--- src/rtl/core/fp32_fp16_converter_assert.svh ---
// Assertion macros for the fp32/fp16 converter.
// Used by the converter RTL; no other dependencies.
`ifndef FP32_FP16_CONVERTER_ASSERT_SVH
`define FP32_FP16_CONVERTER_ASSERT_SVH
`ifndef NO_ASSERTIONS
`define FCV_ASSERT_IMP(label, clk, rst, ante, cons, msg) \
   label: assert property (@(posedge clk) disable iff (rst) (ante) |-> (cons)) else $error(msg);
`define FCV_ASSERT_NXT(label, clk, rst, ante, cons, msg) \
   label: assert property (@(posedge clk) disable iff (rst) (ante) |=> (cons)) else $error(msg);
`else
`define FCV_ASSERT_IMP(label, clk, rst, ante, cons, msg)
`define FCV_ASSERT_NXT(label, clk, rst, ante, cons, msg)
`endif
`endif

--- src/rtl/core/fcv_pkg.sv ---
// Shared types and constants for the fp32/fp16 converter.
// No dependencies.
`default_nettype none
package fcv_pkg;
   localparam int unsigned CsrIdxWidth = 1;
   localparam int unsigned CsrDataWidth = 1;
   localparam logic [CsrIdxWidth-1:0] CSR_DIRECTION = 1'd0;
   localparam logic [CsrIdxWidth-1:0] CSR_HALF_BYPASS = 1'd1;

   typedef struct packed {
      logic direction;
      logic half_bypass;
   } cfg_type;
endpackage
`default_nettype wire

--- src/rtl/core/fcv_narrow.sv ---
// Combinational binary32 -> binary16 narrowing with round-to-nearest-even.
// Depends on nothing but plain logic.
`default_nettype none
module fcv_narrow (
   input  wire logic [31:0] value,
   output logic [15:0]      half
);
   logic        sign;
   logic [7:0]  e;
   logic [22:0] m;
   logic [14:0] v;
   logic [12:0] rem;
   logic [23:0] s;
   logic [6:0]  shift;
   logic [23:0] q;
   logic [23:0] srem;
   logic [23:0] halfway;
   logic [24:0] mask;

   always_comb begin
      sign = value[31];
      e = value[30:23];
      m = value[22:0];
      v = {5'(e - 8'd112), m[22:13]};
      rem = m[12:0];
      s = {1'b1, m};
      shift = 7'(8'd126 - e);
      q = s >> shift[4:0];
      mask = (25'd1 << shift[4:0]) - 25'd1;
      srem = s & mask[23:0];
      halfway = 24'd1 << (shift[4:0] - 5'd1);
      half = {sign, 15'd0};
      if (e == 8'hFF) begin
         half = (m != 23'd0) ? {sign, 5'h1F, 1'b1, m[21:13]} : {sign, 15'h7C00};
      end else if (e > 8'd142) begin
         half = {sign, 15'h7C00};
      end else if (e >= 8'd113) begin
         if (rem > 13'h1000 || (rem == 13'h1000 && v[0])) begin
            v = v + 15'd1;
         end
         half = {sign, v};
      end else if (e != 8'd0 && e >= 8'd102) begin
         // subnormal result: shift 14..24
         if (srem > halfway || (srem == halfway && q[0])) begin
            q = q + 24'd1;
         end
         half = {sign, q[14:0]};
      end
   end
endmodule
`default_nettype wire

--- src/rtl/core/fcv_widen.sv ---
// Combinational binary16 -> binary32 exact widening.
// Depends on nothing but plain logic.
`default_nettype none
module fcv_widen (
   input  wire logic [15:0] half,
   output logic [31:0]      value
);
   logic       sign;
   logic [4:0] he;
   logic [9:0] hm;
   logic [3:0] p;
   logic [9:0] norm;

   always_comb begin
      sign = half[15];
      he = half[14:10];
      hm = half[9:0];
      // locate leading one of the subnormal fraction
      p = 4'd0;
      for (int i = 0; i < 10; i++) begin
         if (hm[i]) begin
            p = 4'(i);
         end
      end
      norm = 10'(hm << (4'd10 - p));
      if (he == 5'h1F) begin
         // NaN keeps its payload with the quiet bit forced
         value = (hm != 10'd0) ? {sign, 8'hFF, 1'b1, hm[8:0], 13'd0}
                               : {sign, 31'h7F800000};
      end else if (he == 5'd0) begin
         value = (hm == 10'd0) ? {sign, 31'd0}
                               : {sign, 8'(8'd103 + 8'(p)), norm, 13'd0};
      end else begin
         value = {sign, 8'(8'd112 + 8'(he)), hm, 13'd0};
      end
   end
endmodule
`default_nettype wire

--- src/rtl/core/fp32_fp16_converter.sv ---
// fp32/fp16 converter: start passes the input register, then the result
// register, on its way to rsp_valid; throughput one request every cycle.
// Rate set by one pass of narrow/widen logic between the two registers.
// busy is always low; the receiver cannot stall. Synchronous active-high
// reset clears the configuration and the valid bits.
// Depends on fcv_pkg, fcv_narrow, fcv_widen and the assertion header.
`default_nettype none
`include "fp32_fp16_converter_assert.svh"
module fp32_fp16_converter
   import fcv_pkg::*;
(
   input  wire logic                    clock,
   input  wire logic                    reset,
   input  wire logic                    start,
   output logic                         busy,
   input  wire logic [31:0]             req_value_in,
   input  wire logic                    req_last_in,
   output logic                         rsp_valid,
   output logic [31:0]                  rsp_value_out,
   output logic                         rsp_last_out,
   input  wire logic                    csr_write,
   input  wire logic [CsrIdxWidth-1:0]  csr_index,
   input  wire logic [CsrDataWidth-1:0] csr_data
);
   cfg_type     cfg_ff;
   logic        in_valid_ff;
   logic [31:0] in_value_ff;
   logic        in_last_ff;
   logic        out_valid_ff;
   logic [31:0] out_value_ff, out_value_in;
   logic        out_last_ff;
   logic [15:0] half_res;
   logic [31:0] wide_res;

   assign busy = 1'b0;

   // hold configuration
   always_ff @(posedge clock) begin
      if (reset) begin
         cfg_ff <= '0;
      end else if (csr_write) begin
         unique case (csr_index)
            CSR_DIRECTION:   cfg_ff.direction <= csr_data[0];
            CSR_HALF_BYPASS: cfg_ff.half_bypass <= csr_data[0];
            default: ;
         endcase
      end
   end

   // capture request
   always_ff @(posedge clock) begin
      if (reset) begin
         in_valid_ff <= 1'b0;
      end else begin
         in_valid_ff <= start;
      end
      in_value_ff <= req_value_in;
      in_last_ff <= req_last_in;
   end

   fcv_narrow u_narrow (.value(in_value_ff), .half(half_res));
   fcv_widen  u_widen  (.half(in_value_ff[15:0]), .value(wide_res));

   // select result
   always_comb begin
      if (cfg_ff.half_bypass) begin
         out_value_in = in_value_ff;
      end else if (cfg_ff.direction) begin
         out_value_in = wide_res;
      end else begin
         out_value_in = {16'd0, half_res};
      end
   end

   // advance result
   always_ff @(posedge clock) begin
      if (reset) begin
         out_valid_ff <= 1'b0;
      end else begin
         out_valid_ff <= in_valid_ff;
      end
      out_value_ff <= out_value_in;
      out_last_ff <= in_last_ff;
   end

   assign rsp_valid = out_valid_ff;
   assign rsp_value_out = out_value_ff;
   assign rsp_last_out = out_last_ff;

   `FCV_ASSERT_NXT(a_lat, clock, reset, start, ##1 rsp_valid, "result latency broken")
   `FCV_ASSERT_NXT(a_last, clock, reset, start, ##1 (rsp_last_out == $past(req_last_in, 2)), "last mark lost")
   `FCV_ASSERT_IMP(a_narrow_hi, clock, reset, rsp_valid && !$past(cfg_ff.half_bypass) && !$past(cfg_ff.direction), rsp_value_out[31:16] == 16'd0, "narrow upper bits set")
endmodule
`default_nettype wire

--- config.mk ---
export PLATFORM = sky130hd
export DESIGN_NAME = fp32_fp16_converter
export DESIGN_NICKNAME = d
export VERILOG_FILES = /design/src/rtl/core/fcv_pkg.sv /design/src/rtl/core/fcv_narrow.sv /design/src/rtl/core/fcv_widen.sv /design/src/rtl/core/fp32_fp16_converter.sv
export VERILOG_INCLUDE_DIRS = /design/src /design/src/rtl/core
export SDC_FILE = /design/constraint.sdc
export NUM_CORES = 1
export LEC_CHECK = 0
export BUFFER_PORTS_ARGS = -buffer_cell sky130_fd_sc_hd__buf_2
export CAP_MARGIN = 40
export CORE_MARGIN = 3
export CORE_UTILIZATION = 55
export CTS_CLUSTER_SIZE = 20
export DETAILED_ROUTE_END_ITERATION = 7
export PLACE_DENSITY = 0.83
export SLEW_MARGIN = 0
export SYNTH_ARGS = -nofsm -noshare
export SYNTH_HDL_FRONTEND = slang
export SYNTH_HIERARCHICAL = 1
export SYNTH_SLANG_ARGS = --single-unit
--- constraint.sdc ---
create_clock -name clock -period 5.8 [get_ports clock]
set_input_delay 0.58 -clock clock [delete_from_list [all_inputs] [get_ports clock]]
set_output_delay 0.58 -clock clock [all_outputs]
set_load 0.005 [all_outputs]
==> results.md <==
- Main flop type after synthesis: dfxtp_1
- Bufs and invs on worst path: 1
- Row count: 39
- Multi-input gate area in the final layout: approximately 0.0048 mm2
- Post-synth top area cell: dfxtp_1
- Largest net degree at the start of global routing: 51
- Register-to-Register Path Depth: 22
- Status: finished, final reports clean
- Yosys warns: 6
- Detailed Route Iter0 Violations: roughly 940
- Routed via count: around 7000
- CTS H-Tree Depth: 3
- Worst Path Max Fanout: 10
- IO Port Bufs: 72
- CTS max path bufs: 2
- Die Area: 0.0134 mm2
- Share of the synthesized area in the top cell type: 21.1%
- Avg Inst Size Synth: 8.09 um2
- Crit path cell chain: ha_2 > xnor2_2 > nor2_1 > nand3_1 > ha_1 > inv_1 > a21o_1 > nor2_1 > and3_2 > mux2_2 > a22oi_1 > nor2b_1 > ha_1 > nand4_1 > nor4_1 > a21oi_1 > nor4b_2 > or4b_1 > xnor2_1 > o221ai_1 > mux2i_1 > o21ai_0
- Horiz. Die Dim: 116 um
- PostCTS Resize Cnt: 0
- CP top delay family: simple AND/OR/NAND/NOR gates
- Worst skew pair latency: 0.34 ns
- CP required: 6.00 ns
- Slew headroom: 48.6%
- CTS Buf Count: 9
- Min-delay worst type: reg2reg
- CP max-delay cell: or4b_1
- Setup tns final: 0 ns
- Placed insts: 1006
- Register area share after synthesis: 21.1%
- Post-CTS setup buffers: 0
- Nets: between 900 and 1000
- Critical path class: reg2reg
- Synthesis-to-finish area growth: 11.3%
- Cell variety after synth: 84
- DP Wirelength: 15000 um
- Number of global-route vias before repair: 6266
- Syn Std Cell Area: 0.00665 mm2
- CTS tree: yes
- Total GRT Usage: 31.5%
- Routed Antenna Nets: 0
- Skew final: roughly 0.0057 ns
- Routed WL: 21300 um
- PwrDens: 239 mW/mm2
- Initial antenna violation count: 0
- CTS Root Cell: clkbuf_16
- Period utilization: 94.3%
- DP Area: 0.00703 mm2
- Global route overflow: 0
- RSZ-0062 raised after global routing: no
- # Max-Cap Violations: 0
- Worst-path clk slew: 0.06 ns
- Chip height: between 100 and 150 um
- Core area: 0.0116 mm2
- Via/cell ratio: 6.69
- Final setup fails: 0
- Synth Instances: ~820
- Leak: 3.13 nW
- Final Worst Setup Slack: between 0.3 and 0.4 ns
- Routability cong.: 0.976
- Period minus WS final: 5.47 ns
- Flip-flop and latch area: roughly 0.0014 mm2
- Finished Layout Cells: 1022
- Wirelength per Cell: 20.8 um
- Filler Cell Count: 1005
- Placement Setup Slack: about 0.18 ns
- Fmax: 0.183 GHz
- Initial Util: between 50% and 60%
- Delay of the slowest critical-path stage: between 0.4 and 0.5 ns
- Setup crit end kind: flop
- WP data arrival: 5.67 ns
- Clock net sink count: 70
- VDD IR max: 0.000208 V
- Slew @ Worst Pin: 0.769 ns
- Stages on worst setup path: 22
- EDFF count, synth: 0
- DRC: 0
- Total power: 1.77 mW
- Cts hold-fix bufs: 0
- FFs w/ async S/R, synth: 0%
- Post-route design area: between 0.007 and 0.008 mm2
- #FFs+latches synth: 70
- Final hold vios: 0
- Slew Viols, Final: 0
- Number of inserted diodes: 0
- Layout cells sized above 1: 19.6%
- Hold Path Stages: 0
- Critical Path Source Type: flop
- Ranking of synthesized cells by area: dfxtp_1, ha_1, nand2_1
- TritonRoute pass-1 iters: 6
- First-pass GRT wire length: 33200 um
- Top Ports: 74
## flip-flops by register name, indices dropped and copies added, names as in the netlist
register and cells:
cfg_ff 2, in_last_ff 1, in_valid_ff 1, in_value_ff 32
rsp_last_out 1, rsp_valid 1, rsp_value_out 32
## path summary, 6_finish.rpt
kind | startpoint | endpoint | slack [ns]
max | in_value_ff[24]$_DFF_P_ | rsp_value_out[14]$_DFF_P_ | 0.33
min | in_last_ff$_DFF_P_ | rsp_last_out$_DFF_P_ | 0.33
min reg2reg | in_last_ff$_DFF_P_ | rsp_last_out$_DFF_P_ | 0.33
max reg2reg | in_value_ff[24]$_DFF_P_ | rsp_value_out[14]$_DFF_P_ | 0.33
## per-stage QoR
stage / utilization, % / hold WS, ns
2_1_floorplan: - / 0.310
3_3_place_gp: 60.3 / 0.310
3_5_place_dp: 60.5 / 0.319
4_1_cts: 63.6 / 0.328
5_1_grt: 63.8 / 0.331
6_report: 63.8 / 0.335
## routing by layer
layer  part of all wire (%)  global-route usage (%)
met2                     45                    49.9
met5                      0                       0
met4                    3.6                    12.1
met3                     12                    8.04
met1                     39                    41.3
## cell usage in the layout (no fill, tap or decap), drive strengths merged, types with 11 or more instances in the layout
cell / instances
a22o: 19
nand4: 13
and2: 12
nor3: 24
a21o: 14
inv: 19
mux4: 16
nor2b: 12
mux2: 15
nor4: 11
xnor2: 17
nand3: 19
dfxtp: 70
nand2: 120
conb: 14
a21oi: 30
xor2: 16
o21ai: 54
a211oi: 13
ha: 39
nor2: 63
mux2i: 42
buf: 102
## cells by family (layout without fill, tap and decap cells)
| logic type | Yosys count | after routing | share of synthesized area, % |
|---|---|---|---|
| other | 2 | 14 | 0.113 |
| adders and majority gates | 39 | 39 | 7.34 |
| AOI/OAI and AO/OA | 204 | 204 | 21.3 |
| xor gates and xnor gates | 33 | 33 | 4.97 |
| buffers and inverters | 90 | 135 | 7.77 |
| and+or+nand+nor | 311 | 311 | 23.0 |
| DFF | 70 | 70 | 21.1 |
| muxes | 73 | 73 | 14.4 |
## cells in the mapped netlist, types with 7 or more instances
master,count
nor2b_1,11
and3_1,10
and2_1,11
a21oi_1,29
buf_4,18
inv_1,15
nand4_1,13
a22o_1,19
xnor2_1,15
clkbuf_1,34
buf_2,10
mux2i_1,42
nor3_1,23
xor2_1,14
a21o_1,14
o211ai_1,7
nand3_1,19
mux2_2,15
o21a_1,10
o21ai_0,51
buf_6,8
o221ai_1,9
nand2_1,119
ha_1,39
nor2_1,63
dfxtp_1,70
mux4_2,13
a211oi_1,13
nor4_1,10
## area by class of cell
class,count,share of cell area (%)
Tap cell,143,2.42
Timing Repair Buffer,103,8.16
Clock buffer,9,3.04
Inverter,16,0.811
Clock inverter,7,1.72
Sequential cell,70,19.0
Multi-Input combinational cell,674,64.9
## where the power goes
group / switching [mW] / total [mW] / internal, mW
Sequential: 0.0532 / 0.568 / 0.515
Clock: 0.222 / 0.648 / 0.426
Combinational: 0.316 / 0.554 / 0.238
Total: 0.591 / 1.77 / 1.18
No activity file was read; power rests on OpenSTA's default activity.
